`config.mk`:
```
export PLATFORM = sky130hd
export DESIGN_NAME = vvh_front
export DESIGN_NICKNAME = d
export VERILOG_FILES = /design/src/design/vvh_pkg.sv /design/src/design/vvh_front.sv
export SDC_FILE = /design/constraint.sdc
export NUM_CORES = 1
export LEC_CHECK = 0
export ABC_AREA = 0
export BUFFER_PORTS_ARGS = -buffer_cell sky130_fd_sc_hd__clkbuf_2
export CAP_MARGIN = 30
export CORE_ASPECT_RATIO = 0.9
export CORE_MARGIN = 5
export CORE_UTILIZATION = 35
export DETAILED_ROUTE_END_ITERATION = 10
export GPL_ROUTABILITY_DRIVEN = 0
export GPL_TIMING_DRIVEN = 0
export MAX_ROUTING_LAYER = met4
export PLACE_DENSITY_LB_ADDON = 0.05
export SYNTH_ARGS = -nofsm -noshare
export SYNTH_HDL_FRONTEND = slang
export SYNTH_SLANG_ARGS = --single-unit
```
`constraint.sdc`:
```
create_clock -name clk_i -period 6.4 [get_ports clk_i]
set_clock_uncertainty 0.1 [all_clocks]
set_input_delay 1.28 -clock clk_i [delete_from_list [all_inputs] [get_ports clk_i]]
set_output_delay 1.28 -clock clk_i [all_outputs]
set_load 0.02 [all_outputs]
```
`src/design/vvh_pkg.sv`:
```
// ----------------------------------------------------------------------------
// vvh_pkg: shared types and constants of the voxel visit histogram
// Holds the item payload types, register indexes and states.
// ----------------------------------------------------------------------------
package vvh_pkg;

  localparam int GridEdgeDef  = 16;
  localparam int GridHalfDef  = 8;
  localparam int CountBitsDef = 16;

  localparam logic [9:0]  CellSizeRst  = 10'd100;
  localparam logic [11:0] YOffsetRst   = 12'd1000;
  localparam logic [12:0] ReachableRst = 13'd0;

  localparam logic [1:0] RegCellSize  = 2'd0;
  localparam logic [1:0] RegYOffset   = 2'd1;
  localparam logic [1:0] RegReachable = 2'd2;

  localparam logic ActRecord = 1'b0;
  localparam logic ActClear  = 1'b1;

  typedef struct packed {
    logic              action;
    logic              hand;
    logic signed [15:0] hand_x;
    logic signed [15:0] hand_y;
    logic signed [15:0] hand_z;
    logic signed [15:0] head_x;
    logic signed [15:0] head_y;
    logic signed [15:0] head_z;
  } in_item_t;

  typedef struct packed {
    logic        in_range;
    logic        new_cell;
    logic [12:0] unique_cells;
    logic [31:0] left_total;
    logic [31:0] right_total;
    logic [18:0] coverage_pct;
    logic [6:0]  symmetry_pct;
  } out_item_t;

  // Front stage states: divide three axes one after the other.
  typedef enum logic [1:0] {
    FR_IDLE,
    FR_DIV,
    FR_PUSH
  } front_state_e;

  // Back stage states.
  typedef enum logic [2:0] {
    BK_IDLE,
    BK_CLEAR,
    BK_READ,
    BK_UPDATE,
    BK_COV,
    BK_SYM,
    BK_OUT
  } back_state_e;

endpackage

```
`src/design/vvh_front.sv`:
```
// ----------------------------------------------------------------------------
// vvh_front: classify stage
// Accepts items, forms relative positions and quantizes each axis with one
// shared restoring divider, then hands the cell index to the queue.
// ----------------------------------------------------------------------------
module vvh_front #(
  parameter int GridEdge = vvh_pkg::GridEdgeDef,
  parameter int GridHalf = vvh_pkg::GridHalfDef,
  localparam int IdxBits = 3 * $clog2(GridEdge)
) (
  input  logic                 clk_i,
  input  logic                 rst_ni,
  input  logic                 in_valid_i,
  output logic                 in_ready_o,
  input  vvh_pkg::in_item_t    in_data_i,
  input  logic [9:0]           cell_size_i,
  input  logic [11:0]          y_offset_i,
  output logic                 q_valid_o,
  input  logic                 q_ready_i,
  output logic [IdxBits+2:0]   q_data_o   // {action, hand, in range, index}
);
  import vvh_pkg::*;

  localparam int AxBits = $clog2(GridEdge);
  localparam int QBits  = 19;  // magnitude 2|v|+c below 2^19

  front_state_e state_q, state_d;
  logic [1:0]  axis_q, axis_d;
  logic [4:0]  step_q, step_d;
  logic [QBits-1:0] rem_q, rem_d, quo_q, quo_d, num_q, num_d;
  logic [2:0]  neg_q, neg_d;
  logic [2:0][17:0] mag_q, mag_d;
  logic [2:0][QBits-1:0] res_q, res_d;
  logic        act_q, act_d, hand_q, hand_d;
  logic [10:0] dvs;
  logic [QBits:0] trial;
  logic signed [18:0] rel [3];
  logic signed [QBits+1:0] sq [3];
  logic [2:0]  ok;
  logic [2:0][AxBits-1:0] ax;

  // Divisor is twice the cell size; zero size counts as one.
  assign dvs = (cell_size_i == 10'd0) ? 11'd2 : {cell_size_i, 1'b0};

  always_comb begin
    rel[0] = 19'(in_data_i.hand_x) - 19'(in_data_i.head_x);
    rel[1] = 19'(in_data_i.hand_y) - 19'(in_data_i.head_y) + $signed({7'd0, y_offset_i});
    rel[2] = 19'(in_data_i.hand_z) - 19'(in_data_i.head_z);
  end

  assign trial = {rem_q, num_q[QBits-1]} - {{(QBits-10){1'b0}}, dvs};

  // Sign-applied quotients; x and z are shifted by half the grid into grid coordinates.
  always_comb begin
    for (int a = 0; a < 3; a++) begin
      sq[a] = neg_q[a] ? -$signed({2'b00, res_q[a]}) : $signed({2'b00, res_q[a]});
      if (a != 1) sq[a] = sq[a] + (QBits+2)'(GridHalf);
      ok[a] = (sq[a] >= 0) && (sq[a] < (QBits+2)'(GridEdge));
      ax[a] = sq[a][AxBits-1:0];
    end
  end

  always_ff @(posedge clk_i or negedge rst_ni) begin
    if (!rst_ni) begin
      state_q <= FR_IDLE;
    end else begin
      state_q <= state_d;
    end
  end

  always_ff @(posedge clk_i) begin
    axis_q <= axis_d; step_q <= step_d; rem_q <= rem_d; quo_q <= quo_d;
    num_q <= num_d; neg_q <= neg_d; mag_q <= mag_d; res_q <= res_d;
    act_q <= act_d; hand_q <= hand_d;
  end

  // Sequencer: one quotient bit per cycle, axes in turn.
  always_comb begin
    state_d = state_q; axis_d = axis_q; step_d = step_q; rem_d = rem_q;
    quo_d = quo_q; num_d = num_q; neg_d = neg_q; mag_d = mag_q; res_d = res_q;
    act_d = act_q; hand_d = hand_q;
    in_ready_o = 1'b0;
    q_valid_o  = 1'b0;
    case (state_q)
      FR_IDLE: begin
        in_ready_o = 1'b1;
        if (in_valid_i) begin
          act_d = in_data_i.action;
          hand_d = in_data_i.hand;
          for (int a = 0; a < 3; a++) begin
            neg_d[a] = rel[a][18];
            mag_d[a] = rel[a][18] ? 18'(-rel[a]) : 18'(rel[a]);
          end
          axis_d = 2'd0; step_d = 5'd0;
          rem_d = '0; quo_d = '0;
          num_d = {mag_d[0], 1'b0} + QBits'(dvs[10:1]);
          state_d = (in_data_i.action == ActClear) ? FR_PUSH : FR_DIV;
        end
      end
      FR_DIV: begin
        if (!trial[QBits]) begin
          rem_d = trial[QBits-1:0];
          quo_d = {quo_q[QBits-2:0], 1'b1};
        end else begin
          rem_d = {rem_q[QBits-2:0], num_q[QBits-1]};
          quo_d = {quo_q[QBits-2:0], 1'b0};
        end
        num_d = {num_q[QBits-2:0], 1'b0};
        step_d = step_q + 5'd1;
        if (step_q == 5'(QBits-1)) begin
          res_d[axis_q] = quo_d;
          rem_d = '0; quo_d = '0; step_d = 5'd0;
          if (axis_q == 2'd2) begin
            state_d = FR_PUSH;
          end else begin
            axis_d = axis_q + 2'd1;
            num_d = {mag_q[axis_d], 1'b0} + QBits'(dvs[10:1]);
          end
        end
      end
      FR_PUSH: begin
        q_valid_o = 1'b1;
        if (q_ready_i) state_d = FR_IDLE;
      end
      default: state_d = FR_IDLE;
    endcase
  end

  assign q_data_o = {act_q, hand_q, (act_q == ActRecord) && (&ok), ax[2], ax[1], ax[0]};
endmodule

```
==> results.txt <==
width of the die: 225 microns
number of antenna violations at the first check in global routing: 0
TritonCTS clock tree: done
launch instance of the worst min-delay path: quo_q[17]$_SDFFCE_PP0P_
worst-path fanout max: 10
hold violation count in the final report: 0
unrepaired setup endpoints after global routing: false
Period Utilization, post-route: 95.2%
Layout Cells excl Fill: 2285
final number of setup-violating endpoints: 0
fmax: 164 MHz
simple-gate portion of the synthesized area: 17.1%
first element of the critical path: in_data_i[80]
portion of netlist area occupied by mux cells: 2.63%
dominant cell by count in the synthesized netlist: edfxtp_1
crit end category: register
class of the tightest hold or removal check: reg -> reg
standard cell core area: 41600 sq um
adder-cell share of the synthesized area: 10.5%
Critical Path RT: 6.46 ns
cell breakdown of the critical path: clkbuf_2, inv_1, ha_1, inv_1, fa_1, a21o_1, a211oi_2, nor3_1, o21ai_0, a31oi_4, inv_2, mux2_2, ha_1, a21o_1, a21oi_1, o21bai_1, a21oi_1, nor2b_1, o21a_1, o41a_1, and2_1, xnor2_1, a21oi_1
Async SR Flop Fraction: 1.10%
H-Tree Depth: 4
main combinational cell family by area after synthesis: compound AO/OA/AOI/OAI gates
syn_area_per_cell: 9.35 sq um
global-route congestion overflow total: 0
actual slew at the worst max-slew pin: 0.909 ns
Power Dens Cells: 336 nW/um^2
critical path class: in -> reg
cells taking the most area after synthesis: edfxtp_1 (37%), ha_1 (8.1%), xnor2_1 (5.0%), xor2_1 (4.0%), inv_1 (3.9%)
final HPWL from detailed placement: 31.0 mm
total CTS buffers: 17
Global Route Usage Sum: 17.2%
number of search-and-repair iterations in the first detailed-routing pass: 5
final-stage net count: 1961
part of the Yosys area used for sequential elements: 37.1%
clock insertion delay at the later pin of the skew report: 0.44 ns
number of warnings issued by yosys: 0
number of buffers added on ports: 140
Pins Over Slew Limit: 0
minimum hold slack: 0.427 ns
area share of the largest cell type after synthesis: 36.8%
fraction of the core area covered by cells at the end of the flow: 40.2%
Row Count: 71
Routed WL per cell: 16.9 microns
I/O Pins: 141
Post-DP Area: 16100 sq um
per-cell via count in the routed design: 5.17
first-pass GRT wire length: 62.2 mm
post-synthesis cell type with the largest combined area: edfxtp_1
Residual DRC: 0
startpoint class of the critical path: input port
Slowest cell on crit path: mux2_2
final instance area: 16700 sq um
clock-pin slew of the registers on the worst-case setup and hold paths: 0.07 ns
number of antenna cells inserted: 0
Distinct cells, synth: 85
Max VDD drop: 0.214 mV
number of violations reported at the end of detailed-routing iteration 0: 512
most repeated library cell on the critical path: a21oi_1
Vert. Die Dim: 204 microns
CTS root buffer: clkbuf_16
layout cell share with drive strength beyond 1: 13.2%
number of nets with antenna violations after routing: 0
most numerous cell types in the synthesized netlist: edfxtp_1 (179), inv_1 (152), nor2_1 (104), nand2_1 (102), a21oi_1 (96)
total wire length: 38.7 mm
MaxCap Viol Count: 0
arrival time at the worst endpoint: 6.15 ns
post-synthesis instance total: 1563
Layout Area Growth over Synthesis: 14.4%
Placed Cells: 2253
pin count of the biggest net entering global routing: 62
Total Die Area: 45900 sq um
EDFF count, synth: 179
result of the run: completed
Post-synth top flop: edfxtp_1
relative slew slack: 38.6%
Starting Density: 35.1%
detailed-route via count: 11800
number of register bits inferred by synthesis: 181
standby leakage power: 6.89 nW
Clock Sink Count: 181
number of global-route vias before repair: 11500
maximum number of buffers from clock root to sink: 2
worst stage delay on the critical path: 0.44 ns
shortest period the worst path allows: 6.09 ns
worst reg2reg startpoint: axis_q[0]$_SDFFCE_PN0P_
post-synthesis share of cell area spent on xor and xnor gates: 9.10%
netlist area before placement: 14600 sq um
synthesized-area fraction occupied by ao, oa, aoi and oai cells: 17.9%
[kinds of logic after synthesis]
family / Yosys count
AOI/OAI and AO/OA: 391
xor gates and xnor gates: 151
adders and majority gates: 112
buffers and inverters: 212
DFF: 181
muxes: 37
other: 1
and+or+nand+nor: 478
[worst max-delay path: cells and delay by family]
kind,cells,cell delay (ns)
multiplexers,1,0.44
buffers and inverters,4,0.37
XOR/XNOR,1,0.21
AO/OA/AOI/OAI,11,2.54
adder cells (fa/ha/maj),3,0.86
AND/OR/NAND/NOR,3,0.44
[path summary, 6_finish.rpt]
kind,end,slack [ns],cells after the start
min reg2reg,res_q[18]$_DFFE_PP_,0.43,0
max reg2reg,num_q[17]$_DFFE_PP_,0.51,19
max in group asynchronous,state_q[1]$_DFFE_PN0P_,5.58,1
min in group asynchronous,state_q[0]$_DFFE_PN0P_,0.52,1
min,res_q[18]$_DFFE_PP_,0.43,0
max,num_q[12]$_DFFE_PP_,0.31,23
[cell usage in the layout, fill, tap and decap left out, types with 14 or more instances in the layout]
cell type,synthesis,final
nor3_1,30,30
nor2b_1,23,23
nand2_1,102,101
inv_1,152,150
nand2b_1,14,14
nand3_1,39,39
fa_1,17,17
a21o_1,30,30
a31oi_1,23,22
and3_1,35,35
nor2_1,104,103
mux2i_1,26,26
o21bai_1,17,17
and2_1,19,19
a211oi_1,21,20
or3_1,26,26
clkbuf_16,0,17
o21ai_0,69,68
edfxtp_1,179,179
nand4_1,14,14
clkbuf_2,0,140
xnor2_1,84,84
xor2_1,66,66
o31ai_1,23,23
a21oi_1,96,96
ha_1,95,95
clkbuf_1,46,47
[report_power, final]
group | leakage, nW | total [mW] | internal (mW) | switching [mW]
logic | 4.84 | 2.42 | 0.924 | 1.50
clock network | 0.305 | 1.14 | 0.660 | 0.479
registers | 1.74 | 2.06 | 1.85 | 0.205
[sequential cells by signal, summed over array words and instances (netlist names)]
signal / flops
mag_q: 54
state_q: 2
hand_q: 1
step_q: 5
quo_q: 18
rem_q: 19
num_q: 19
axis_q: 2
res_q: 57
act_q: 1
neg_q: 3
[per-stage QoR]
stage / TNS (ns) / total power [mW] / setup WS [ns]
4_1_cts: 0 / 5.68 / 0.00787
3_5_place_dp: -3.26 / 4.52 / -0.485
6_report: 0 / 5.62 / 0.308
2_1_floorplan: 0 / 3.78 / 0.606
3_3_place_gp: -3.06 / 4.51 / -0.458
5_1_grt: 0 / 6.05 / 0.00855
[per-layer routing]
metal	GRT usage [%]	share of wire (%)
met1	24.0	50
met3	1.92	2.7
met5	-	0
met4	2.83	0.77
met2	27.5	47
[cell type report]
class                   instances  area, sq um
flip-flops and latches        181         5430
plain buffers                  59          251
well taps                     547          684
multi-input cells            1171         8410
fillers                      4216        24900
clock inverters                14          196
inverters                     153          574
repair buffers                142          748
clock buffers                  18          429
[repair_timing]
item	in CTS	in global routing
gates resized for setup	1	9
setup buffers	0	0
hold buffers	0	0
gates cloned	0	0
endpoints found under the setup margin	1	10
Note: power is estimated with default switching activity, not from simulation.
