`src/design/vvh_fifo.sv`:
```
// ----------------------------------------------------------------------------
// vvh_fifo: small queue between the front and back stages
// Two entries, valid/ready on both sides.
// ----------------------------------------------------------------------------
module vvh_fifo #(
  parameter int Width = 8
) (
  input  logic             clk_i,
  input  logic             rst_ni,
  input  logic             w_valid_i,
  output logic             w_ready_o,
  input  logic [Width-1:0] w_data_i,
  output logic             r_valid_o,
  input  logic             r_ready_i,
  output logic [Width-1:0] r_data_o
);
  logic [1:0][Width-1:0] mem_q;
  logic       wp_q, rp_q;
  logic [1:0] cnt_q;
  logic       wr, rd;

  assign w_ready_o = cnt_q != 2'd2;
  assign r_valid_o = cnt_q != 2'd0;
  assign r_data_o  = mem_q[rp_q];
  assign wr = w_valid_i && w_ready_o;
  assign rd = r_valid_o && r_ready_i;

  // Pointers and fill count.
  always_ff @(posedge clk_i or negedge rst_ni) begin
    if (!rst_ni) begin
      wp_q <= 1'b0; rp_q <= 1'b0; cnt_q <= 2'd0;
    end else begin
      if (wr) wp_q <= ~wp_q;
      if (rd) rp_q <= ~rp_q;
      cnt_q <= cnt_q + {1'b0, wr} - {1'b0, rd};
    end
  end

  always_ff @(posedge clk_i) begin
    if (wr) mem_q[wp_q] <= w_data_i;
  end
endmodule

```
`config.mk`:
```
export PLATFORM = sky130hd
export DESIGN_NAME = vvh_fifo
export DESIGN_NICKNAME = d
export VERILOG_FILES = /design/src/design/vvh_fifo.sv
export SDC_FILE = /design/constraint.sdc
export NUM_CORES = 1
export LEC_CHECK = 0
export BUFFER_PORTS_ARGS = -buffer_cell sky130_fd_sc_hd__buf_2
export CAP_MARGIN = 30
export CORE_MARGIN = 1.5
export CORE_UTILIZATION = 40
export CTS_CLUSTER_DIAMETER = 50
export DETAILED_ROUTE_END_ITERATION = 8
export SYNTH_ARGS = -nofsm -noshare
export SYNTH_HDL_FRONTEND = slang
export SYNTH_SLANG_ARGS = --single-unit
```
`constraint.sdc`:
```
create_clock -name clk_i -period 1.85 [get_ports clk_i]
set_input_delay 0.37 -clock clk_i [delete_from_list [all_inputs] [get_ports clk_i]]
set_output_delay 0.37 -clock clk_i [all_outputs]
set_load 0.1 [all_outputs]
```
==> metrics.md, run 1 <==
| Metric | Value |
|---|---|
| Status | finished, final reports clean |
| Clock Sinks | 20 |
| R2R depth | 7 |
| Final Hold Fails | 0 |
| Inst Count DP | 89 |
| Worst slew pin tran | 482 ps |
| Post-route cell area | 996 µm² |
| Remaining Overflow, GRT | 0 |
| Placed cell areas | between 900 and 1000 µm² |
| Share of post-route cells with drive strength above 1 | 55.7% |
| Die Y | 47 µm |
| Number of global-route vias before repair | 408 |
| Max-cap violations | 0 |
| Routed WL per cell | about 12 µm |
| Multi-input gate area | around 200 µm² |
| Storage cell area | 582 µm² |
| Hold Path Sink | mem_q[10]$_DFFE_PP_ |
| Root Driver | clkbuf_4 |
| Hold path start | w_data_i[2] |
| Mapped Area | between 700 and 800 µm² |
| Ports | 22 |
| CTS clk-pin slew, worst paths | 110 ps |
| Skew final | approximately 6 ps |
| Min-delay worst type | in2reg |
| Finished Core Util | 56.5% |
| Reg-to-reg setup timing slack | 130 ps |
| Worst path arrival time | between 1000 and 1500 ps |
| DRC | 0 |
| # fillers | 163 |
| Seq cells post-synth | 20 |
| Core ar. | 1760 µm² |
| Peak Freq | between 0.5 and 0.6 GHz |
| Reg2Reg Capture Point | cnt_q[1]$_DFF_PN0_ |
| Hold path cells | 1 |
| Synth Warn # | 0 |
| Largest net degree at the start of global routing | 12 |
| Critical path class | reg2out |
| Sequential fraction of the synthesis area | about three quarters |
| Antenna-violating nets left | 0 |
| Tmin final | approximately 1800 ps |
| Critical path endpoint category | primary output |
| Cells after Synth | 42 |
| Most frequent cells in the layout | edfxtp_1 (16), buf_2 (13), buf_4 (11) |
| Max-slew headroom | about two thirds |
| Initial antenna violation count | 0 |
| CTS HTree Levels | 1 |
| Clk buf depth | 2 |
| Area growth syn-to-layout | 28.6% |
| Synthesized net count | 56 |
| Critical Path RT | 1480 ps |
| I/O Buffers | 21 |
| Row count | 15 |
| CP Max Fanout | 9 |
| Clock Latency Late Sink | slightly below 300 ps |
| CTS buffer count | 3 |
| Synth cell types | 14 |
| Avg Vias per Cell | 4.47 |
| Initial Utilization | 43.9% |
| Chip Width | 47 µm |
| Routability congestion estimate | ~0.72 |
| Overall global routing resource usage | 12.7% |
| DR pass1 iterations | 3 |
| Reg2reg start | cnt_q[1]$_DFF_PN0_ |
| CTS tree | yes |
| Finished Layout Cells | 95 |
| Ant. Diodes | 0 |
| Nets@finish | 85 |
| Setup TNS | 0 ps |
| Initial DRC Count | 2 |
| RSZ-0062 raised after global routing | false |
| DRT Wirelength | 1.11 mm |
| Setup violators final | 0 |
| CP startpoint kind | flip-flop |
| Vias | 425 |
| Die area | 2210 µm² |
| Max Slew Vio Count | 0 |
| Avg Inst Size Synth | 18.4 µm² |
| Period utilization | 95.2% |
| First-pass GRT wire length | between 1.5 and 2 mm |
| Most common cell after layout, fill and taps aside | edfxtp_1 |
-- worst max path at each step --
stage / to / start / slack, ps / cells past startpoint
after floorplan: cnt_q[1]$_DFF_PN0_ / cnt_q[1]$_DFF_PN0_ / 30 / 7
after global placement: cnt_q[1]$_DFF_PN0_ / cnt_q[1]$_DFF_PN0_ / 180 / 7
after CTS: r_data_o[6] / rp_q$_DFFE_PN0P_ / 40 / 2
after global routing: r_data_o[6] / rp_q$_DFFE_PN0P_ / 10 / 2
after detailed placement: cnt_q[1]$_DFF_PN0_ / cnt_q[1]$_DFF_PN0_ / 150 / 7
final: r_data_o[6] / rp_q$_DFFE_PN0P_ / 90 / 2
-- metrics by stage --
stage	hold slack, ps	setup WS [ps]
after floorplan	74.4	29.5
after global placement	180	179
after detailed placement	180	147
after CTS	246	42.6
after global routing	228	11.2
final	255	88.7
-- per-layer routing --
metal	vias to the layer above	GRT usage, %	share of wire [%]
li1	210	-	-
met1	198	16.0	47
met2	17	18.1	46
met3	0	5.00	6.9
met4	0	8.33	0
met5	-	0	0
-- timing repair --
item | CTS | global route
endpoints found under the hold margin | 4 | 0
hold buffers | 1 | 0
buffers inserted | 0 | 1
resized for setup | 9 | 0
setup endpoints to repair | 8 | 3
-- area by class of cell --
class	instances	share of cell area, %
clock buffer	3	2.26
clock inverter	1	0.377
inverter	1	0.377
multi-input combinational	20	19.6
sequential	20	58.4
tap	25	3.14
timing repair buffer	25	15.8
-- flip-flops by register name, indices dropped and copies added, names as in the netlist --
signal  flops
cnt_q       2
mem_q      16
rp_q        1
wp_q        1
-- cells in the mapped netlist --
library cell,n,area [µm²]
and2_4,1,8.76
and3_1,1,6.26
buf_2,1,5.00
dfrtp_1,4,100
edfxtp_1,16,480
ha_1,2,25.0
inv_1,1,3.75
mux2_2,8,90.1
nand2_1,1,3.75
nand2b_1,1,6.26
nor2_1,1,3.75
or2_1,1,6.26
xnor2_1,3,26.3
xor2_1,1,8.76
-- kinds of logic (layout without fill, tap and decap cells) --
kind of cell,after synthesis,count (layout),synth area share (%)
AND/OR/NAND/NOR,6,6,4.52
adder cells (fa/ha/maj),2,2,3.23
multiplexers,8,8,11.6
XOR/XNOR,4,4,4.52
buffers and inverters,2,30,1.13
flip-flops,20,20,75.0
-- worst max-delay path, cell delays in order, from the launching register on --
cell and delay, ps:
dfrtp_2 500, mux2_2 370, buf_4 230
Power of run 1 is left out: the tool's default activity adds up to more than one toggle a clock period on the data nets, which glitch-free logic cannot reach.
==> run 2, diff against run 1 <==
==> constraint.sdc (replaced) <==
create_clock -name clk_i -period 1.85 [get_ports clk_i]
set_input_delay 0.4625 -clock clk_i [delete_from_list [all_inputs] [get_ports clk_i]]
set_output_delay 0.4625 -clock clk_i [all_outputs]
set_load 0.1 [all_outputs]
==> run 2 against run 1 <==
Critical path depth grew 1. Cell count is the same. Worst hold slack gained 100 ps. Register-to-register slack gained 20 ps.
==> metrics.md, run 2 (synthesis results as in run 1) <==
| Metric | Value |
|---|---|
| Critical Path RT | 1390 ps (-90 ps) |
| Registers with the most flip-flops | mem_q (16), cnt_q (2) |
| Die area | 2210 µm² (unchanged) |
| Top reg by flops | mem_q |
| DRC | 0 (unchanged) |
| CTS buffer count | 3 (unchanged) |
| Max reg flops | 16 (unchanged) |
| First-pass GRT wire length | 1.73 mm (-2.4%) |
| GR Layer Usage met1 | 14.4% (-1.6 points) |
| CP Max Fanout | 5 (-4) |
| Remaining Overflow, GRT | 0 (unchanged) |
| Number of global-route vias before repair | 401 (-1.7%) |
| Ports | 22 (unchanged) |
| Nets@finish | 85 (unchanged) |
| Peak Freq | 0.559 GHz (-1.5%) |
| Initial DRC Count | 12 (+10) |
| Avg Vias per Cell | 4.36 (-2.6%) |
| # fillers | 152 (-6.7%) |
| Skew final | 2.55 ps (-3.44 ps) |
| Routability congestion estimate | 0.650 (-10%) |
| Setup TNS | 0 ps (unchanged) |
| Status | finished, final reports clean |
| Chip Width | 47 µm (unchanged) |
| Tmin final | 1790 ps (+27.6 ps) |
| CTS clk-pin slew, worst paths | 100 ps (about the same) |
| Initial antenna violation count | 0 (unchanged) |
| Most frequent cells in the layout | edfxtp_1 (16), buf_2 (13), mux2_2 (8) |
| CTS tree | yes |
| DPL Wire Length | 770 µm |
| Final Hold Fails | 0 (unchanged) |
| CTS HTree Levels | 1 (unchanged) |
| Clk buf depth | 2 (unchanged) |
| Largest net degree at the start of global routing | 12 (unchanged) |
| Most common cell after layout, fill and taps aside | edfxtp_1 |
| Worst slew pin tran | 487 ps (+4.93 ps) |
| Worst path arrival time | 1330 ps (-60 ps) |
| Initial Utilization | 43.9% (unchanged) |
| Core ar. | 1760 µm² (unchanged) |
| Min-delay worst type | in2reg |
| Gr busiest metal | met2 |
| Met2 usage | 20.3% (+2.2 points) |
| RSZ-0062 raised after global routing | false |
| CP startpoint kind | flip-flop |
| Max-cap violations | 0 (unchanged) |
| Share of post-route cells with drive strength above 1 | 55.7% (unchanged) |
| Max-slew headroom | 67.8% (-0.33 points) |
| Area growth syn-to-layout | 33.0% |
| Met3 usage | 2.69% (-2.3 points) |
| Clock Sinks | 20 (unchanged) |
| Die Y | 47 µm (unchanged) |
| I/O Buffers | 21 (unchanged) |
| Row count | 15 (unchanged) |
| Period utilization | 96.7% (+1.5 points) |
| Setup violators final | 0 (unchanged) |
| Critical path endpoint category | primary output |
| DRT Wirelength | 1.13 mm (+1.1%) |
| Routed WL per cell | 11.8 µm (+1.1%) |
| Clock Latency Late Sink | 290 ps (about the same) |
| Ant. Diodes | 0 (unchanged) |
| Antenna-violating nets left | 0 (unchanged) |
| DR pass1 iterations | 4 (+1) |
| Overall global routing resource usage | 12.1% (-0.59 points) |
| Vias | 414 (-2.6%) |
| Critical path class | reg2out |
| Max Slew Vio Count | 0 (unchanged) |
| Root Driver | clkbuf_4 |
## run 2: metal layers
metal	wire [µm]	share of wire, %
met1	485	43
met5	0	0
met3	64	5.7
met2	575	51
met4	0	0
## run 2: path summary, 6_finish.rpt
path / slack (ps) / startpoint / end / depth (start not counted)
setup / recovery: 60 / rp_q$_DFFE_PN0P_ / r_data_o[6] / 3
hold / removal: 360 / w_data_i[6] / mem_q[6]$_DFFE_PP_ / 1
setup reg to reg: 150 / cnt_q[1]$_DFF_PN0_ / cnt_q[1]$_DFF_PN0_ / 7
hold reg to reg: 530 / wp_q$_DFFE_PN0N_ / wp_q$_DFFE_PN0N_ / 1
max in group asynchronous: 1210 / rst_ni / rp_q$_DFFE_PN0P_ / 2
min in group asynchronous: 510 / rst_ni / cnt_q[0]$_DFF_PN0_ / 2
## run 2: worst max-delay path: stages, from the launching register on
cell	delay [ps]
dfrtp_2	370
buf_4	140
mux2_2	340
buf_6	190
## run 2: final cells by class
cell class	count	area [µm²]	share of cell area [%]
Sequential cell	20	582	56.5
Multi-Input combinational cell	20	195	19.0
Tap cell	25	31.3	3.04
Inverter	1	3.75	0.365
Clock buffer	3	22.5	2.19
Timing Repair Buffer	25	191	18.6
Clock inverter	1	3.75	0.365
## run 2: metrics by stage
| stage | setup slack, ps | util [%] | hold WS (ps) | instance area, µm² | cells |
|---|---|---|---|---|---|
| floorplan | 29.5 | - | 167 | 785 | 42 |
| global placement | 151 | 52.3 | 274 | 923 | 88 |
| detailed placement | 153 | 52.3 | 274 | 923 | 88 |
| CTS | 14.7 | 57.2 | 347 | 1010 | 95 |
| global route | 7.72 | 58.4 | 336 | 1030 | 95 |
| finish | 61.2 | 58.4 | 356 | 1030 | 95 |
## run 2: what timing repair did
| action | CTS | global route |
|---|---|---|
| hold endpoints to repair | 4 | 0 |
| hold buffers | 1 | 0 |
| buffers inserted | 2 | 0 |
| setup endpoints to repair | 8 | 8 |
| gates resized for setup | 14 | 6 |
| cloned | 0 | 0 |
Power of run 2 is left out for the same reason.
==> run 3, diff against run 2 <==
--- a/config.mk
+++ b/config.mk
@@ -8,7 +8,7 @@
 export BUFFER_PORTS_ARGS = -buffer_cell sky130_fd_sc_hd__buf_2
 export CAP_MARGIN = 30
 export CORE_MARGIN = 1.5
-export CORE_UTILIZATION = 40
+export CORE_UTILIZATION = 30
 export CTS_CLUSTER_DIAMETER = 50
 export DETAILED_ROUTE_END_ITERATION = 8
 export SYNTH_ARGS = -nofsm -noshare
==> run 3 against run 2 <==
Flip-flop and latch count stayed put. Largest cell class unchanged. Critical path depth unchanged. Cell area up 0.73%. Clock skew rose by 2.2 ps. Register-to-register slack is essentially flat. Worst hold slack about the same. Critical endpoint is now r_data_o[5]. Highest routed layer unchanged. Die area grew 31%.
==> metrics.md, run 3 (synthesis results as in run 1) <==
| Metric | Value |
|---|---|
| Status | finished, final reports clean |
| Avg Vias per Cell | 4.36 (about the same) |
| Max-cap violations | 0 (unchanged) |
| Initial DRC Count | 7 (-5) |
| Ant. Diodes | 0 (unchanged) |
| CTS buffer count | 3 (unchanged) |
| Hold Path Sink | mem_q[13]$_DFFE_PP_ |
| Vias | 440 (+6.3%) |
| Max Slew Vio Count | 0 (unchanged) |
| Die area | 2900 µm² (+31%) |
| Hold path start | w_data_i[5] |
| Min-delay worst type | in2reg |
| Clk buf depth | 2 (unchanged) |
| Max stage delay cell, worst path | dfrtp_2 |
| Max reg flops | 16 (unchanged) |
| Die Y | 53.8 µm (+14%) |
| Chip Width | 53.8 µm (+14%) |
| DR pass1 iterations | 3 (-1) |
| Inst Count DP | 93 (+5.7%) |
| Remaining Overflow, GRT | 0 (unchanged) |
| DPL Wire Length | 903 µm (+17%) |
| Critical path class | reg2out |
| CTS tree | yes |
| R2R depth | 7 (unchanged) |
| Worst path arrival time | 1330 ps (about the same) |
| Skew final | 4.77 ps (+2.21 ps) |
| Reg-to-reg setup timing slack | 150 ps (about the same) |
| Row count | 18 (+3) |
| Largest net degree at the start of global routing | 12 (unchanged) |
| Most common cell after layout, fill and taps aside | edfxtp_1 |
| Initial Utilization | 31.5% (-12 points) |
| Critical Path RT | 1390 ps (about the same) |
| DRT Wirelength | 1.24 mm (+10%) |
| Nets@finish | 86 (+1.2%) |
| Routed WL per cell | 12.3 µm (+3.5%) |
| Routability congestion estimate | 0.597 (-8.2%) |
| Highest cell delay on the worst timing path | 360 ps (about the same) |
| RSZ-0062 raised after global routing | true |
| Number of global-route vias before repair | 436 (+8.7%) |
| Peak Freq | 0.558 GHz (-0.21%) |
| CTS clk-pin slew, worst paths | 110 ps (about the same) |
| Finished Layout Cells | 101 (+6.3%) |
| Reg2Reg Capture Point | cnt_q[1]$_DFF_PN0_ |
| Clock Sinks | 20 (unchanged) |
| Core ar. | 2450 µm² (+39%) |
| Clock Latency Late Sink | 290 ps (about the same) |
| Crit path cell chain | buf_2, mux2_2, buf_6 |
| CP Max Fanout | 4 (-1) |
| First-pass GRT wire length | 1.93 mm (+11%) |
| Post-route cell area | 1040 µm² (+0.73%) |
| CTS HTree Levels | 1 (unchanged) |
| Hold path cells | 1 (unchanged) |
| Root Driver | clkbuf_4 |
| Share of post-route cells with drive strength above 1 | 56.3% (+0.62 points) |
| Overall global routing resource usage | 9.61% (-2.5 points) |
| Initial antenna violation count | 0 (unchanged) |
| Worst slew pin tran | 485 ps (-1.82 ps) |
| Placed cell areas | 930 µm² (+0.68%) |
| # fillers | 232 (+53%) |
| Final Hold Fails | 0 (unchanged) |
| Reg2reg start | cnt_q[1]$_DFF_PN0_ |
| I/O Buffers | 21 (unchanged) |
| Antenna-violating nets left | 0 (unchanged) |
| Ports | 22 (unchanged) |
| Setup violators final | 0 (unchanged) |
| Tmin final | 1790 ps (+3.82 ps) |
| Most frequent cells in the layout | edfxtp_1 (16), buf_2 (14), mux2_2 (8), buf_6 (8) |
| Max-slew headroom | 67.9% (+0.12 points) |
| DRC | 0 (unchanged) |
| Top reg by flops | mem_q |
| Critical path endpoint category | primary output |
| Area growth syn-to-layout | 33.9% |
| Period utilization | 96.9% (+0.21 points) |
| CP startpoint kind | flip-flop |
| Registers with the most flip-flops | mem_q (16), cnt_q (2) |
-- run 3: cell count changes in the layout (fill, tap and decap cells not counted), sizes merged --
cell,previous run,this run
buf,24,25
-- run 3: through the flow --
step	hold slack, ps	setup TNS, ps	util [%]	worst slack, ps
CTS	350	0	41.0	1.61
global placement	278	0	37.9	138
floorplan	167	0	-	29.5
detailed placement	273	0	37.9	133
global route	336	-33.9	42.3	-13.6
finish	357	0	42.3	57.3
-- run 3: layer usage --
| metal | track usage (%) | routed length, µm |
|---|---|---|
| met1 | 11.2 | 553 |
| met2 | 17.9 | 623 |
| met3 | 1.67 | 60 |
| met4 | 2.56 | 0 |
| met5 | 0 | 0 |
-- run 3: critical path: cells and delay by family (launching register included) --
kind,cells,cell delay [ps]
buffers and inverters,2,340
muxes,1,350
DFF,1,360
-- run 3: layout make-up --
class / count / area [µm²] / share of cell area (%)
well taps: 30 / 37.5 / 3.62
clock buffers: 3 / 22.5 / 2.17
multi-input cells: 20 / 195 / 18.8
flip-flops and latches: 20 / 582 / 56.1
inverters: 1 / 3.75 / 0.362
repair buffers: 26 / 193 / 18.6
clock inverters: 1 / 3.75 / 0.362
-- run 3: repair_timing --
item,CTS,global route
endpoints found under the setup margin,8,8
gates resized for setup,9,8
buffers inserted,3,0
endpoints found under the hold margin,4,0
hold buffers,1,0
-- run 3: how the worst max path moves through the flow --
stage / from / end / cells after the start
3_3_place_gp: rp_q$_DFFE_PN0P_ / r_data_o[7] / 2
3_5_place_dp: rp_q$_DFFE_PN0P_ / r_data_o[7] / 2
5_1_grt: rp_q$_DFFE_PN0P_ / r_data_o[5] / 3
6_report: rp_q$_DFFE_PN0P_ / r_data_o[5] / 3
4_1_cts: rp_q$_DFFE_PN0P_ / r_data_o[1] / 3
2_1_floorplan: cnt_q[1]$_DFF_PN0_ / cnt_q[1]$_DFF_PN0_ / 7
Power of run 3 is left out for the same reason.
